`config.mk`:
```
export PLATFORM = sky130hd
export DESIGN_NAME = tsg_fifo
export DESIGN_NICKNAME = d
export VERILOG_FILES = /design/src/rtl/tsg_pkg.sv /design/src/rtl/tsg_fifo.sv
export SDC_FILE = /design/constraint.sdc
export NUM_CORES = 1
export LEC_CHECK = 0
export ABC_AREA = 1
export BUFFER_PORTS_ARGS = -buffer_cell sky130_fd_sc_hd__buf_2
export CORE_AREA = 2 2 236 238
export CTS_BUF_LIST = sky130_fd_sc_hd__clkbuf_16
export DETAILED_ROUTE_END_ITERATION = 8
export DIE_AREA = 0 0 238 240
export HOLD_SLACK_MARGIN = 0.1
export PLACE_DENSITY = 0.61
export SYNTH_ARGS = -nofsm -noshare
export SYNTH_HDL_FRONTEND = slang
export SYNTH_SLANG_ARGS = --single-unit
```
`constraint.sdc`:
```
create_clock -name clk_i -period 31.4 [get_ports clk_i]
set_input_delay 6.28 -clock clk_i [delete_from_list [all_inputs] [get_ports clk_i]]
set_output_delay 6.28 -clock clk_i [all_outputs]
set_load 0.03 [all_outputs]
```
`src/rtl/tsg_pkg.sv`:
```
package tsg_pkg;

  localparam int unsigned CoordWidth = 32;
  localparam int unsigned FracBits   = 16;

  localparam int unsigned NumEdges  = 9;
  localparam int unsigned NumProd   = 18;
  localparam int unsigned EdgeWidth = CoordWidth + 1;
  localparam int unsigned AdjWidth  = 2 * EdgeWidth + 1;
  localparam int unsigned DetWidth  = EdgeWidth + AdjWidth + 2;
  localparam int unsigned MagWidth  = 2 * AdjWidth;
  localparam int unsigned CntWidth  = $clog2(AdjWidth + 1);

  typedef logic signed [CoordWidth-1:0] coord_t;
  typedef logic signed [EdgeWidth-1:0]  edge_t;

  typedef struct packed {
    coord_t v0_x;
    coord_t v0_y;
    coord_t v0_z;
    coord_t v1_x;
    coord_t v1_y;
    coord_t v1_z;
    coord_t v2_x;
    coord_t v2_y;
    coord_t v2_z;
    coord_t v3_x;
    coord_t v3_y;
    coord_t v3_z;
  } tsg_in_t;

  typedef struct packed {
    logic [1:0] row_index;
    coord_t     grad_x;
    coord_t     grad_y;
    coord_t     grad_z;
    logic       singular;
    logic       last_row;
  } tsg_out_t;

  // edge matrix, entry (r, c) at index 3*r + c
  typedef struct packed {
    edge_t [NumEdges-1:0] m;
  } edge_set_t;

  typedef struct packed {
    logic                start;
    logic                neg;
    logic [AdjWidth-1:0] a_mag;
    logic [AdjWidth-1:0] b_mag;
    logic [CntWidth-1:0] count;
  } mul_req_t;

  typedef struct packed {
    logic                       done;
    logic signed [DetWidth-1:0] prod;
  } mul_rsp_t;

  // cofactor operand sources, two products per adjugate entry
  localparam logic [3:0] ProdSrcA [NumProd] = '{
    4'd4, 4'd5, 4'd7, 4'd8, 4'd1, 4'd2, 4'd5, 4'd3, 4'd8,
    4'd6, 4'd2, 4'd0, 4'd3, 4'd4, 4'd6, 4'd7, 4'd0, 4'd1
  };
  localparam logic [3:0] ProdSrcB [NumProd] = '{
    4'd8, 4'd7, 4'd2, 4'd1, 4'd5, 4'd4, 4'd6, 4'd8, 4'd0,
    4'd2, 4'd3, 4'd5, 4'd7, 4'd6, 4'd1, 4'd0, 4'd4, 4'd3
  };
  localparam logic [3:0] DetAdjIdx [3] = '{4'd0, 4'd3, 4'd6};

  function automatic int unsigned num_width(input int unsigned frac);
    int unsigned a;
    a = AdjWidth + 2 * frac + 1;
    return ((a > DetWidth) ? a : DetWidth) + 1;
  endfunction

endpackage

```
`src/rtl/tsg_fifo.sv`:
```
module tsg_fifo import tsg_pkg::*; (
  input  logic      clk_i,
  input  logic      rst_ni,
  input  logic      push_i,
  input  edge_set_t data_i,
  output logic      full_o,
  input  logic      pop_i,
  output logic      empty_o,
  output edge_set_t data_o
);

  edge_set_t  mem_q [2];
  logic       wr_ptr_q, rd_ptr_q;
  logic [1:0] cnt_q;

  assign full_o  = (cnt_q == 2'd2);
  assign empty_o = (cnt_q == 2'd0);
  assign data_o  = mem_q[rd_ptr_q];

  always_ff @(posedge clk_i or negedge rst_ni) begin
    if (!rst_ni) begin
      wr_ptr_q <= 1'b0;
      rd_ptr_q <= 1'b0;
      cnt_q    <= 2'd0;
    end else begin
      if (push_i && !full_o) begin
        wr_ptr_q <= ~wr_ptr_q;
      end
      if (pop_i && !empty_o) begin
        rd_ptr_q <= ~rd_ptr_q;
      end
      cnt_q <= cnt_q + 2'((push_i && !full_o) ? 1 : 0) - 2'((pop_i && !empty_o) ? 1 : 0);
    end
  end

  always_ff @(posedge clk_i) begin
    if (push_i && !full_o) begin
      mem_q[wr_ptr_q] <= data_i;
    end
  end

endmodule

```
==> impl_metrics.tcl <==
set metrics [dict create \
    status "finished clean" \
    power.density_nw_per_um2 108 \
    final_max_slew_viol_count 0 \
    yosysSeqAreaShare 0.825 \
    syn_inst 1584 \
    routed_via_density 4.69 \
    wl_per_cell_um 18.7 \
    clkSinkCount 598 \
    antenna_found_initial 32 \
    syn_to_final_growth_pct 25.5 \
    clk_latency_ns 0.60 \
    synth_top_family_by_area "simple AND/OR/NAND/NOR gates" \
    postRouteAntennaNets 0 \
    finalHoldWorstSlack_ns 0.481 \
    setup_slack_ns 21.26 \
    seqPwrFrac 0.389 \
    clkPwrFrac 0.226 \
    synth.mux.area_fraction 0 \
    drt_first_pass_iters 5 \
    hpwl_um 36500 \
    pre_cts_ws_ns 21.81 \
    internal_power_mw 1.71 \
    overflow 0 \
    io_buffers 599 \
    hold_viol 0 \
    synth_nets 1887 \
    p_sw_mw 1.22 \
    p_total_mw 2.93 \
    fmaxAchievable_ghz 0.0986 \
    cp.arrival_ns 3.86 \
    required_ns 25.12 \
    netlist_area_um2 21700 \
    min_period_over_period 0.323 \
    grt_usage 0.185 \
    drcViolationCount 0 \
    worstSetupPathType "register to output pin" \
    hp-class "register to register" \
    avgSynthCellArea_um2 13.7 \
    grt_max_degree 202 \
    maxCapViolCount 0 \
    finalNonFillerCells 2964 \
    relSlewSlack 0.139 \
    yosys.area.top_type "edfxtp_1" \
    final_layout_size_suffix_gt1_frac 0.309 \
    synth-compound-area-share 0 \
    p_sw_frac 0.417 \
    wl_um 55400 \
    numCtsBuffers 59 \
    fp.dieW_um 238 \
    fin_skew_ns 0.0149 \
    tns_ns 0 \
    first_iter_violations 907 \
    setup_violations 0 \
    io_pins 600 \
    fin_area_um2 27300 \
    start_util 0.398 \
    setup.worst_path.end_class "output pin" \
    worst_slew_pin_slew_ns 1.29 \
    grt_busiest_layer "met2" \
    use_met2 0.301 \
    rsz0062_at_grt "no" \
    yosys-top-cells-area "edfxtp_1 (82%), nand2_1 (16%), buf_2 (1.1%), dfrtp_1 (0.46%), clkbuf_1 (0.21%)" \
    die_h_um 240 \
    postLayoutCoreUtil 0.499 \
    coreArea_um2 54700 \
    synth_top_area_frac 0.821 \
    pwr-share-comb 0.384 \
    num_vias 13900 \
    clock_path_buffers 3 \
    crit_fanout 201 \
    die_area_um2 57100 \
    ys_ff_latch 598 \
    synthSimpleGateAreaFrac 0.157 \
    synthDistinctLibCells 11 \
    grt_pass1_vias 13600 \
    yosys_warnings 0 \
    cts_tree "done" \
    vdd_ir_drop_max_mv 0.0873 \
    cts-resized-gates 0 \
    synth_xor_area_frac 0 \
    ctsHtreeMaxLevel 2 \
    cts_hold_buffers 0 \
    placementRows 86 \
    path_clk_slew_ns 0.06 \
    use_met1 0.224 \
    start_kind "register" \
    placedInstanceArea_um2 25400 \
    post_cts.repair.setup_buffers 0 \
    synth-adder-area-share 0.00115 \
    fin_crit_ns 10.14 \
    grtUsageMet3 0.0692 \
    cts-root-buf "clkbuf_16" \
    grt_pass1_wl_um 79600 \
    gp_congestion 0.834 \
    p_leak_nw 11.7 \
    dpl.cell_count 2833 \
    layout.nets 2493 \
]
## cells by family after synthesis
family	Yosys count
buf+inv	76
flops	598
simple gates	908
fa+ha+maj	2
## cells in the mapped netlist
cell / instances
nand2_1: 904
buf_4: 4
clkbuf_1: 12
buf_2: 49
inv_1: 10
dfrtp_1: 4
ha_1: 2
nand3_1: 3
nor2_1: 1
inv_2: 1
edfxtp_1: 594
## placed cells by master, fill, tap and decap left out
master	netlist	final
clkinv_4	0	1
nand3_1	3	3
inv_1	10	20
buf_4	4	11
ha_1	2	2
diode_2	0	21
edfxtp_1	594	594
dfrtp_4	0	1
inv_6	0	4
nand2_1	904	904
inv_8	0	2
clkbuf_16	0	59
clkinv_1	0	22
bufinv_16	0	4
clkinvlp_4	0	3
buf_2	49	599
clkinv_2	0	6
nor2_4	0	1
dfrtp_1	4	3
## area by class of cell
type	count	area [µm²]
clock buffer	59	1480
sequential	598	17900
antenna	21	52.6
tap	704	881
timing repair buffer	610	3080
fill	4756	27400
clock inverter	51	340
multi-input combinational	910	3440
inverter	11	56.3
## power groups by stage
| stage | Clock, mW | Combinational (mW) | Sequential [mW] |
|---|---|---|---|
| floorplan | 0 | 0.773 | 1.21 |
| global placement | 0 | 1.14 | 1.15 |
| detailed placement | 0 | 1.14 | 1.16 |
| CTS | 0.681 | 1.14 | 1.14 |
| global route | 0.710 | 1.21 | 1.16 |
| finish | 0.665 | 1.13 | 1.14 |
## final timing paths
| path | start | end | slack [ns] | cells past startpoint |
|---|---|---|---|---|
| max | rd_ptr_q | data_o[78] | 21.26 | 5 |
| min | wr_ptr_q | wr_ptr_q | 0.48 | 2 |
| max reg2reg | cnt_q[1] | mem_q[1][191] | 27.80 | 5 |
| min reg2reg | wr_ptr_q | wr_ptr_q | 0.48 | 2 |
| max in group asynchronous | rst_ni | rd_ptr_q | 25.76 | 1 |
| min in group asynchronous | rst_ni | cnt_q[1] | 5.49 | 1 |
## metal layers
layer	routed length [µm]	share of wire	vias up
met1	21800	0.39	6605
met5	120	0.0022	-
met4	1750	0.032	18
met3	5160	0.093	132
li1	-	-	6603
met2	26500	0.48	552
## registers in the layout, indices dropped and copies added (netlist names)
| register | cells |
|---|---|
| rd_ptr_q | 1 |
| cnt_q | 2 |
| wr_ptr_q | 1 |
| mem_q | 594 |
## critical path, stage by stage (launching register included)
cell and delay (ns):
dfrtp_4 0.78, inv_8 0.90, buf_4 0.94, nand2_1 0.14, nand2_1 0.13, buf_2 0.21
Note: power is estimated with default switching activity, not from simulation.
