**src/rtl/tsg_pkg.sv**
```systemverilog
package tsg_pkg;

  localparam int unsigned CoordWidth = 32;
  localparam int unsigned FracBits   = 16;

  localparam int unsigned NumEdges  = 9;
  localparam int unsigned NumProd   = 18;
  localparam int unsigned EdgeWidth = CoordWidth + 1;
  localparam int unsigned AdjWidth  = 2 * EdgeWidth + 1;
  localparam int unsigned DetWidth  = EdgeWidth + AdjWidth + 2;
  localparam int unsigned MagWidth  = 2 * AdjWidth;
  localparam int unsigned CntWidth  = $clog2(AdjWidth + 1);

  typedef logic signed [CoordWidth-1:0] coord_t;
  typedef logic signed [EdgeWidth-1:0]  edge_t;

  typedef struct packed {
    coord_t v0_x;
    coord_t v0_y;
    coord_t v0_z;
    coord_t v1_x;
    coord_t v1_y;
    coord_t v1_z;
    coord_t v2_x;
    coord_t v2_y;
    coord_t v2_z;
    coord_t v3_x;
    coord_t v3_y;
    coord_t v3_z;
  } tsg_in_t;

  typedef struct packed {
    logic [1:0] row_index;
    coord_t     grad_x;
    coord_t     grad_y;
    coord_t     grad_z;
    logic       singular;
    logic       last_row;
  } tsg_out_t;

  // edge matrix, entry (r, c) at index 3*r + c
  typedef struct packed {
    edge_t [NumEdges-1:0] m;
  } edge_set_t;

  typedef struct packed {
    logic                start;
    logic                neg;
    logic [AdjWidth-1:0] a_mag;
    logic [AdjWidth-1:0] b_mag;
    logic [CntWidth-1:0] count;
  } mul_req_t;

  typedef struct packed {
    logic                       done;
    logic signed [DetWidth-1:0] prod;
  } mul_rsp_t;

  // cofactor operand sources, two products per adjugate entry
  localparam logic [3:0] ProdSrcA [NumProd] = '{
    4'd4, 4'd5, 4'd7, 4'd8, 4'd1, 4'd2, 4'd5, 4'd3, 4'd8,
    4'd6, 4'd2, 4'd0, 4'd3, 4'd4, 4'd6, 4'd7, 4'd0, 4'd1
  };
  localparam logic [3:0] ProdSrcB [NumProd] = '{
    4'd8, 4'd7, 4'd2, 4'd1, 4'd5, 4'd4, 4'd6, 4'd8, 4'd0,
    4'd2, 4'd3, 4'd5, 4'd7, 4'd6, 4'd1, 4'd0, 4'd4, 4'd3
  };
  localparam logic [3:0] DetAdjIdx [3] = '{4'd0, 4'd3, 4'd6};

  function automatic int unsigned num_width(input int unsigned frac);
    int unsigned a;
    a = AdjWidth + 2 * frac + 1;
    return ((a > DetWidth) ? a : DetWidth) + 1;
  endfunction

endpackage

```
**src/rtl/tsg_front.sv**
```systemverilog
module tsg_front import tsg_pkg::*; (
  input  logic      clk_i,
  input  logic      rst_ni,
  input  logic      push,
  output logic      full,
  input  tsg_in_t   item_i,
  input  logic      fifo_full_i,
  output logic      fifo_push_o,
  output edge_set_t edges_o
);

  logic      valid_q;
  edge_set_t edges_q, edges_d;
  coord_t    v [4][3];

  assign v[0][0] = item_i.v0_x;
  assign v[0][1] = item_i.v0_y;
  assign v[0][2] = item_i.v0_z;
  assign v[1][0] = item_i.v1_x;
  assign v[1][1] = item_i.v1_y;
  assign v[1][2] = item_i.v1_z;
  assign v[2][0] = item_i.v2_x;
  assign v[2][1] = item_i.v2_y;
  assign v[2][2] = item_i.v2_z;
  assign v[3][0] = item_i.v3_x;
  assign v[3][1] = item_i.v3_y;
  assign v[3][2] = item_i.v3_z;

  always_comb begin
    for (int r = 0; r < 3; r++) begin
      for (int c = 0; c < 3; c++) begin
        edges_d.m[r*3+c] = EdgeWidth'(v[c+1][r]) - EdgeWidth'(v[0][r]);
      end
    end
  end

  assign fifo_push_o = valid_q && !fifo_full_i;
  assign full        = valid_q && fifo_full_i;
  assign edges_o     = edges_q;

  always_ff @(posedge clk_i or negedge rst_ni) begin
    if (!rst_ni) begin
      valid_q <= 1'b0;
    end else if (push && !full) begin
      valid_q <= 1'b1;
    end else if (fifo_push_o) begin
      valid_q <= 1'b0;
    end
  end

  always_ff @(posedge clk_i) begin
    if (push && !full) begin
      edges_q <= edges_d;
    end
  end

endmodule

```
**config.mk**
```make
export PLATFORM = sky130hd
export DESIGN_NAME = tsg_front
export DESIGN_NICKNAME = d
export VERILOG_FILES = /design/src/rtl/tsg_pkg.sv /design/src/rtl/tsg_front.sv
export SDC_FILE = /design/constraint.sdc
export NUM_CORES = 1
export LEC_CHECK = 0
export CORE_MARGIN = 2
export CORE_UTILIZATION = 30
export DETAILED_ROUTE_END_ITERATION = 12
export DONT_BUFFER_PORTS = 1
export GPL_ROUTABILITY_DRIVEN = 0
export GPL_TIMING_DRIVEN = 0
export SETUP_SLACK_MARGIN = 0.02
export SLEW_MARGIN = 15
export SYNTH_ARGS = -nofsm -noshare
export SYNTH_HDL_FRONTEND = slang
export SYNTH_SLANG_ARGS = --single-unit
export TNS_END_PERCENT = 1
```
**constraint.sdc**
```tcl
create_clock -name clk_i -period 18.11 [get_ports clk_i]
set_clock_uncertainty 0.05 [all_clocks]
set_input_delay 2.7165 -clock clk_i [delete_from_list [all_inputs] [get_ports clk_i]]
set_output_delay 2.7165 -clock clk_i [all_outputs]
set_load 0.03 [all_outputs]
```
==> impl_results.md, run 1 <==
- Die Wd: 285 um
- Library cells used by synthesis: between 70 and 80
- Slew @ Worst Pin: ~1.3 ns
- GRT Total Usage: 0.187
- Worst hold path class: reg2reg
- Die H: 285 um
- Slowest cell delay on critical path: around 0.45 ns
- Post-route DRC violation count: 0
- Clock sink total: roughly 300
- Setup crit start: fifo_full_i
- Final setup violating endpoints: 0
- Req. time, crit path: around 15 ns
- Reg power frac: 0.427
- Asr flop ratio synth: 0.00336
- Number of CTS-inserted buffers: 40
- Syn Inst Count: 2444
- Critical path arrival: 3.17 ns
- Syn Std Cell Area: 23700 um^2
- Via Count: 19.1k
- R2r worst-path depth: 6
- Starting Density: 0.304
- Critical R2R Launch: valid_q$_DFFE_PN0P_
- Status: completed
- Pint: about 1600 uW
- Clock tree buffer depth: 3
- # rows: about 100
- Hold WS: 0.882 ns
- CP Launch Type: input port
- Ys flop type: edfxtp_1
- Hold Crit Start: valid_q$_DFFE_PN0P_
- CTS resizes: 0
- # Max-Cap Violations: 0
- Multi-input logic area: 13800 um^2
- Gr ovfl total: 0
- Vias/cell: 5.34
- Max-slew violation count: 0
- Setup TNS Final: 0 ns
- Starting DRT DRC Count: between 1k and 1.5k
- Fmax: ~0.17 GHz
- Syn Nets: 3129
- Vias in the first global route: between 15k and 20k
- Clock Latency Late Sink: 0.56 ns
- Syn Area/Cell: 9.68 um^2
- Fill cells: 7888
- P_leak: between 0.01 and 0.015 uW
- Number of cells on the critical path: 1
- CP endpoint: fifo_push_o
- Post-route cell area: 26500 um^2
- Net Switching: roughly 890 uW
- Power Dens Cells: 95.1 nW/um^2
- Relative max-transition margin: 0.103
- Worst reg-to-reg setup slack: 15.50 ns
- FF-to-FF End: edges_o[186]$_DFFE_PP_
- Fin util: 0.341
- Combinational share of power: 0.245
- CTS Root Cell: clkbuf_16
- Layout cells sized above 1: 0.0428
- Detail Placement HPWL: 66200 um
- Hold Vio Cnt, Final: 0
- Seq/Total Area, Yosys: 0.378
- CP delay by family, top: simple AND/OR/NAND/NOR gates
- Sw Share: 0.354
- #FFs+latches synth: 298
- Routed Antenna Nets: 0
- Wire length of the first global-routing pass: roughly 120000 um
- TritonCTS clock tree: yes
- Post-Route WL: 79400 um
- Sequential cell area: 8940 um^2
- Hold_buf cts: 0
- Power share of the clock group: 0.327
- Synth Warn #: 0
- Postcts setup bufs: 0
- Pin count of the biggest net entering global routing: 30
- Nets: between 3k and 4k
- Core box area: 77700 um^2
- Port Buffer Count: 0
- Kind of critical path: in2out
- Worst path slowest cell: nor2b_1
- Critical path peak fanout: 2
- Clk slew on worst S/H paths: about 0.06 ns
- Fin crit period: 5.93 ns
- Peak VDD IR: 0.0000531 V
- Critical Path End Type: output pin
- Antenna violations before repair: 1
- Buf/Inv on CP: 0
- Layout area overhead: 12.1%
- Crit path cell chain: nor2b_1
- RSZ-0062 raised after global routing: false
- WL/cell: 22.3 um
- Top Ports: 687
- Post-DP Area: around 25000 um^2
- Die Area: 81100 um^2
- DR pass1 iterations: 7
- Post-route clock period utilization: 0.328
- H-tree depth: 2
- EDFF count, synth: 297
## logic make-up (layout without fill, tap and decap cells)
logic type	after synthesis	count (layout)	share of synthesized area
buffers and inverters	235	317	0.0373
and+or+nand+nor	584	584	0.118
other	0	1	0
AOI/OAI and AO/OA	805	805	0.223
DFF	298	298	0.378
muxes	2	2	0.000952
adders and majority gates	297	297	0.160
xor gates and xnor gates	223	223	0.0825
## how the worst min path moves through the flow
stage,to,slack [ns],cells after the start
2_1_floorplan,valid_q$_DFFE_PN0P_,0.78,2
3_3_place_gp,valid_q$_DFFE_PN0P_,0.80,2
3_5_place_dp,valid_q$_DFFE_PN0P_,0.86,2
4_1_cts,valid_q$_DFFE_PN0P_,0.88,2
5_1_grt,valid_q$_DFFE_PN0P_,0.92,2
6_report,valid_q$_DFFE_PN0P_,0.88,2
## Yosys cell counts (all sizes together), types with 5 or more instances
library cell / count / area share
or3: 12 / 0.0032
nor4: 10 / 0.0026
ha: 288 / 0.15
a41oi: 5 / 0.0019
and3: 27 / 0.0072
o21bai: 31 / 0.0098
and2: 15 / 0.0040
xor2: 60 / 0.022
a221oi: 6 / 0.0022
nor2b: 36 / 0.0095
nand3: 51 / 0.011
a21o: 154 / 0.049
clkbuf: 30 / 0.0048
o21ai: 132 / 0.028
fa: 9 / 0.0076
nand2b: 35 / 0.0093
nand2: 142 / 0.023
a211oi: 25 / 0.0081
a31o: 8 / 0.0030
xnor2: 163 / 0.060
nor3: 36 / 0.0076
a21oi: 237 / 0.050
o311ai: 6 / 0.0022
o21a: 51 / 0.016
nand4: 22 / 0.0058
a221o: 8 / 0.0034
a21boi: 18 / 0.0057
a2111oi: 9 / 0.0034
or2: 13 / 0.0034
inv: 204 / 0.032
nor2: 168 / 0.027
o211ai: 14 / 0.0049
o41ai: 5 / 0.0025
edfxtp: 297 / 0.38
o31ai: 11 / 0.0035
a31oi: 27 / 0.0071
o31a: 6 / 0.0022
o2111ai: 9 / 0.0033
a211o: 12 / 0.0044
a311oi: 7 / 0.0026
## per-stage QoR
step	total power, uW	worst slack (ns)	instances
after global placement	1720	-5.87	3484
after global routing	2650	12.17	3567
after detailed placement	1710	11.47	3495
final	2520	12.18	3567
after CTS	2550	12.07	3566
after floorplan	1540	1.13	2444
## per-layer routing
layer | wire length, um | vias to the layer above | track usage
met3 | 6400 | 112 | 0.0514
li1 | - | 9210 | -
met1 | 32800 | 9005 | 0.228
met5 | 0 | - | 0
met4 | 2330 | 0 | 0.0539
met2 | 37900 | 730 | 0.322
## worst min-delay path, stage by stage (launching register included)
cell     delay (ns)
dfrtp_1        0.33
and2_1         0.39
or2_2          0.18
## sequential cells by signal, summed over array words and instances, names as in the netlist
| signal | cells |
|---|---|
| edges_o | 297 |
| valid_q | 1 |
## cell type report
class | instances | share of cell area
Multi-Input combinational cell | 1911 | 0.522
Clock buffer | 48 | 0.0405
Antenna cell | 1 | 0.0000943
Inverter | 204 | 0.0289
Timing Repair Buffer | 11 | 0.00830
Clock inverter | 23 | 0.00986
Tap cell | 1040 | 0.0490
Buffer | 31 | 0.00443
Sequential cell | 298 | 0.337
## placed cells by master (no fill, tap or decap), types with 12 or more instances in the layout
cell type	n
and2_1	14
a21boi_0	18
nor2b_1	35
a31oi_1	27
nor2_1	168
o21a_1	51
clkbuf_16	42
a21o_1	152
o21ai_0	130
nand2b_1	35
a21oi_1	237
or2_2	13
or3_1	12
a211o_1	12
xnor2_1	163
ha_1	288
edfxtp_1	297
a211oi_1	24
inv_1	204
nand3_1	51
nor3_1	36
nand4_1	22
xor2_1	60
o211ai_1	12
clkbuf_1	35
and3_1	26
o21bai_1	31
nand2_1	142
## power by group through the flow
stage / clock network [uW] / registers (uW) / logic (uW)
after floorplan: 0 / 1080 / 464
after global placement: 0 / 1130 / 598
after detailed placement: 0 / 1100 / 612
after CTS: 853 / 1080 / 615
after global routing: 874 / 1090 / 691
final: 826 / 1080 / 619
Power figures use the tool's default switching activity.
==> run 2, diff against run 1 <==
- clock period: 18.11 -> 6.11 ns (I/O delays scaled with it)
==> run 2 against run 1 <==
Effect of this change: global-route usage shrank 0.20 points; via count barely moved; setup slack lost 10 ns; register-to-register slack lost 12 ns; largest cell class unchanged; clock power increased to 2.9 times the previous value; sequential share of layout area down 0.073 points; sequential cell count did not move; sequential power grew to 3.0 times the previous value; largest power group unchanged; critical path type is now in2reg; core utilization grew 0.074 points; final cell count barely moved; critical path depth increased by 11.
==> impl_results.md, run 2 (synthesis results as in run 1) <==
- Tot Pwr: 7460 uW
- CP Launch Type: input port
- Pint: 4830 uW
- Critical path arrival: 4.37 ns
- Max-slew violation count: 0
- Status: completed
- Sw Share: 0.353
- TritonCTS clock tree: yes
- Antenna violations before repair: 2
- Hold WS: 0.427 ns
- Peak VDD IR: between 0.00015 and 0.0002 V
- Met3 Track Usage GR: 0.0651
- Place WS: around 1.5 ns
- Layout cells sized above 1: 0.0427
- Met2 usage: 0.318
- # Max-Cap Violations: 0
- Gr ovfl total: 0
- GRT Total Usage: 0.185
- Starting Density: 0.304
- Routed Antenna Nets: 0
- Vias/cell: 5.34
- Clock tree buffer depth: 3
- Starting DRT DRC Count: 1192
- Clock sink total: 298
- CTS Root Cell: clkbuf_16
- Combinational share of power: 0.246
- Detail Placement HPWL: 66200 um
- WL/cell: 22.2 um
- Worst hold path class: in2reg
- Core box area: 77700 um^2
- Kind of critical path: in2reg
- H-tree depth: 2
- Relative max-transition margin: 0.126
- Wire length of the first global-routing pass: 115000 um
- Nets: 3184
- Vias in the first global route: 18.3k
- Post-route clock period utilization: 0.673
- Power share of the clock group: 0.325
- Met1 usage: 0.213
- Post-Route WL: 79100 um
- Post-route DRC violation count: 0
- DR pass1 iterations: 5
- Layout area overhead: 12.4%
- Port Buffer Count: 0
- Slew @ Worst Pin: 1.28 ns
- Clock Latency Late Sink: 0.56 ns
- Commonest non-fill, non-tap cell in the layout: edfxtp_1
- Final setup violating endpoints: 0
- Number of CTS-inserted buffers: 40
- RSZ-0062 raised after global routing: false
- Worst Setup Slack, final: 2.00 ns
- Multi-input logic area: 13800 um^2
- R2r worst-path depth: 6
- Fill cells: 7935
- Most frequent cells in the layout: edfxtp_1, ha_1, a21oi_1, inv_1, nor2_1
- Critical path peak fanout: 4
- Reg power frac: 0.429
- P_leak: between 0.01 and 0.015 uW
- Hold Vio Cnt, Final: 0
- Top Ports: slightly below 700
- Setup TNS Final: 0 ns
- Clk slew on worst S/H paths: 0.06 ns
- # rows: 102
- Pin count of the biggest net entering global routing: 30
- Fin crit period: 4.11 ns
- Postcts setup bufs: 0
- Top Usage Layer GRT: met2
- Net Switching: approximately 2600 uW
- Fmax: 0.243 GHz
- Power Dens Cells: 281 nW/um^2
- Die Area: 81100 um^2
- Via Count: around 19k
- Die H: 285 um
- Req. time, crit path: 6.36 ns
- Hold depth: 1
- Sequential cell area: 8940 um^2
- Max FFs per register: approximately 300
- Critical Path End Type: register
- Die Wd: between 200 and 300 um
[run 2: power by group through the flow]
stage,registers (uW),clock network [uW],logic [uW]
final,3200,2420,1830
after global routing,3230,2560,2040
after CTS,3210,2510,1820
after detailed placement,3250,0,1810
after global placement,3280,0,1760
after floorplan,3160,0,1380
[run 2: layout make-up]
class                   instances  share of cell area
clock buffers                  50              0.0407
inverters                     204              0.0288
plain buffers                  31             0.00442
clock inverters                20             0.00894
multi-input cells            1911               0.521
diodes                          3            0.000282
flip-flops and latches        298               0.336
well taps                    1040              0.0489
repair buffers                 13              0.0108
[run 2: through the flow]
step,cell area (um^2),instances,utilization
after floorplan,23700,2444,-
after global placement,25000,3484,0.321
after detailed placement,25300,3496,0.325
after CTS,26600,3567,0.342
after global routing,26600,3569,0.342
final,26600,3570,0.342
[run 2: repair_timing]
action                                 in CTS  in global routing
hold buffers                                1                  0
setup endpoints to repair                   0                  0
gates resized for setup                     0                  0
endpoints found under the hold margin       1                  0
[run 2: path summary, 6_finish.rpt]
| kind | start | endpoint | slack, ns |
|---|---|---|---|
| setup / recovery | item_i[192] | edges_o[230]$_DFFE_PP_ | 2.00 |
| hold / removal | push | valid_q$_DFFE_PN0P_ | 0.43 |
| setup reg to reg | valid_q$_DFFE_PN0P_ | edges_o[56]$_DFFE_PP_ | 3.50 |
| hold reg to reg | valid_q$_DFFE_PN0P_ | valid_q$_DFFE_PN0P_ | 0.75 |
| max in group asynchronous | rst_ni | valid_q$_DFFE_PN0P_ | 5.37 |
| min in group asynchronous | rst_ni | valid_q$_DFFE_PN0P_ | 0.52 |
[run 2: per-layer routing]
metal	vias to the layer above	wire, um
met2	752	37500
li1	9218	-
met3	129	7750
met1	8967	31200
met4	0	2670
met5	-	0
[run 2: worst max-delay path, cell delays in order]
cell	delay [ns]
inv_1	0.02
ha_1	0.23
fa_1	0.42
nor2b_1	0.13
o21a_1	0.19
a311o_2	0.25
a211oi_2	0.11
a2111oi_1	0.90
o211ai_1	0.33
o22ai_1	0.34
o22ai_1	0.16
a221o_1	0.36
==> run 3, diff against run 2 <==
- ABC_AREA: default -> 1
- clock period: 6.11 -> 4.2 ns (I/O delays scaled with it)
==> run 3 against run 2 <==
Effect of this change: combinational power rose by 91%; sequential power is 44% higher; sequential share of layout area shrank 8.0 points; final cell count grew 86%; first-iteration DRC count is 90% higher; die area grew 32%; non-clock buffer count is 25 lower; cell area rose by 31%; sequential cell count did not move; critical path depth is 5 lower; register-to-register slack worse by 1.8 ns; highest routed layer is now met5.
==> impl_results.md, run 3 <==
- Pin count of the biggest net entering global routing: 32
- Die Area: ~110000 um^2
- GRT Total Usage: 0.213
- Power share of the clock group: 0.321
- Net Switching: 4860 uW
- Post-route cell area: 34900 um^2
- Post-synth top area cell: edfxtp_1
- Crit path cell chain: nand2_8 -> inv_6 -> nor2_4 -> buf_12 -> buf_12 -> buf_12 -> buf_12
- Critical path peak fanout: 29
- Area contributors post-synth: edfxtp_1, nand2_1, inv_1, ha_1, nor2_1
- Combinational share of power: 0.293
- Clock tree buffer depth: 3
- Slew @ Worst Pin: 0.736 ns
- Req. time, crit path: 4.45 ns
- Critical Path End Type: register
- Die Wd: 328 um
- Ys flop type: edfxtp_1
- Clock Latency Late Sink: 0.61 ns
- Relative max-transition margin: 0.508
- Fin util: 0.337
- Gr ovfl total: 0
- Post-DP Area: 33400 um^2
- Syn Area/Cell: 6.12 um^2
- Tot Pwr: 11900 uW
- Layout cells sized above 1: 0.0312
- Vias/cell: between 4 and 5
- Hold_buf cts: 1
- Max-slew violation count: 0
- Max FFs per register: 297
- # Max-Cap Violations: 0
- Syn Inst Count: 5138
- Peak VDD IR: about 0.00028 V
- Status: completed
- Pint: 7080 uW
- Postcts setup bufs: 0
- Seq/Total Area, Yosys: 0.285
- Slowest cell delay on critical path: 0.58 ns
- CTS Root Cell: clkbuf_16
- Hold Vio Cnt, Final: 0
- Top Ports: 687
- Count leader, synth: nand2_1
- Syn Std Cell Area: 31400 um^2
- Vias in the first global route: approximately 28k
- Layout area overhead: 11.1%
- Number of CTS-inserted buffers: 43
- Wire length of the first global-routing pass: 172000 um
- Antenna violations before repair: 22
- TritonCTS clock tree: yes
- Clock sink total: approximately 300
- Port Buffer Count: 0
- Starting DRT DRC Count: 2261
- # rows: around 120
- Sw Share: 0.407
- EDFF count, synth: 297
- Syn Nets: 5823
- Worst path slowest cell: nor2_4
- H-tree depth: 2
- Fmax: between 0.3 and 0.4 GHz
- Post-Route WL: 119000 um
- Library cells used by synthesis: 22
- CTS resizes: 0
- CP most frequent cell: buf_12
- Post-route clock period utilization: 0.605
- Via Count: 30.5k
- Nets: around 5.9k
- DR pass1 iterations: 8
- Asr flop ratio synth: 0.00336
- Die H: 328 um
- CP delay by family, top: buffers and inverters
- Share of the synthesized area in the top cell type: 0.284
- CP Launch Type: register
- Buf/Inv on CP: 5
- Clk slew on worst S/H paths: roughly 0.060 ns
- Fin crit period: approximately 2.5 ns
- Commonest non-fill, non-tap cell in the layout: nand2_1
- Detail Placement HPWL: 103000 um
- Worst hold path class: in2reg
- Most frequent cells in the layout: nand2_1, inv_1, nor2_1, edfxtp_1, ha_1
- Routed Antenna Nets: 0
- P_leak: between 0.02 and 0.025 uW
- Reg power frac: 0.386
- WL/cell: roughly 18 um
- Synth Warn #: 0
- RSZ-0062 raised after global routing: false
- Critical path arrival: 2.79 ns
- Final setup violating endpoints: 0
- Top post-synthesis cells by count: nand2_1, inv_1, nor2_1, edfxtp_1, ha_1
- Setup TNS Final: 0 ns
- Power Dens Cells: 342 nW/um^2
- Post-route DRC violation count: 0
- #FFs+latches synth: 298
- Core box area: 104000 um^2
- Kind of critical path: reg2reg
- Starting Density: 0.303
## run 3: path summary, 6_finish.rpt
path | from | end | slack, ns | depth (start not counted)
min | fifo_full_i | valid_q$_DFFE_PN0P_ | 0.08 | 2
max reg2reg | valid_q$_DFFE_PN0P_ | edges_o[180]$_DFFE_PP_ | 1.66 | 7
max | valid_q$_DFFE_PN0P_ | edges_o[180]$_DFFE_PP_ | 1.66 | 7
min in group asynchronous | rst_ni | valid_q$_DFFE_PN0P_ | 0.17 | 1
max in group asynchronous | rst_ni | valid_q$_DFFE_PN0P_ | 3.83 | 1
min reg2reg | valid_q$_DFFE_PN0P_ | valid_q$_DFFE_PN0P_ | 0.55 | 2
## run 3: cell families after synthesis
| group | Yosys count | synth area share |
|---|---|---|
| buffers and inverters | 1248 | 0.150 |
| XOR/XNOR | 135 | 0.0376 |
| flip-flops | 298 | 0.285 |
| adder cells (fa/ha/maj) | 297 | 0.120 |
| AO/OA/AOI/OAI | 204 | 0.0346 |
| AND/OR/NAND/NOR | 2956 | 0.373 |
## run 3: final cells by class
class                      count  area [um^2]
fill                       11341        68700
multi-input combinational   3592        17800
sequential                   298         8940
inverter                    1242         4670
tap                         1380         1730
clock buffer                  46         1110
clock inverter                33          322
timing repair buffer          13          273
buffer                         6         45.0
antenna                       18         45.0
## run 3: stage by stage
| step | setup slack, ns | cells | hold slack, ns |
|---|---|---|---|
| 3_5_place_dp | 1.46 | 6530 | 0.284 |
| 5_1_grt | 1.50 | 6620 | 0.0628 |
| 6_report | 1.66 | 6628 | 0.0811 |
| 2_1_floorplan | -1.39 | 5138 | 0.284 |
| 4_1_cts | 1.58 | 6610 | 0.0260 |
| 3_3_place_gp | -3.94 | 6518 | 0.284 |
## run 3: power groups by stage
stage | clock network (uW) | logic, uW | registers, uW
final | 3830 | 3500 | 4610
after global routing | 4040 | 3940 | 4630
after CTS | 3950 | 3480 | 4620
after detailed placement | 0 | 3450 | 4670
after global placement | 0 | 3380 | 4720
after floorplan | 0 | 2460 | 4550
## run 3: worst reg2reg max path: cells and delay by family, from the launching register on
family / cells / cell delay [ns]
buffers and inverters: 5 / 1.02
and+or+nand+nor: 2 / 0.69
DFF: 1 / 0.44
## run 3: metal layers
metal / GRT usage / vias up / part of all wire
met5: 0 / - / 0.00066
met4: 0.0936 / 12 / 0.046
met3: 0.0709 / 235 / 0.096
met2: 0.356 / 1103 / 0.46
met1: 0.249 / 13573 / 0.40
li1: - / 15579 / -
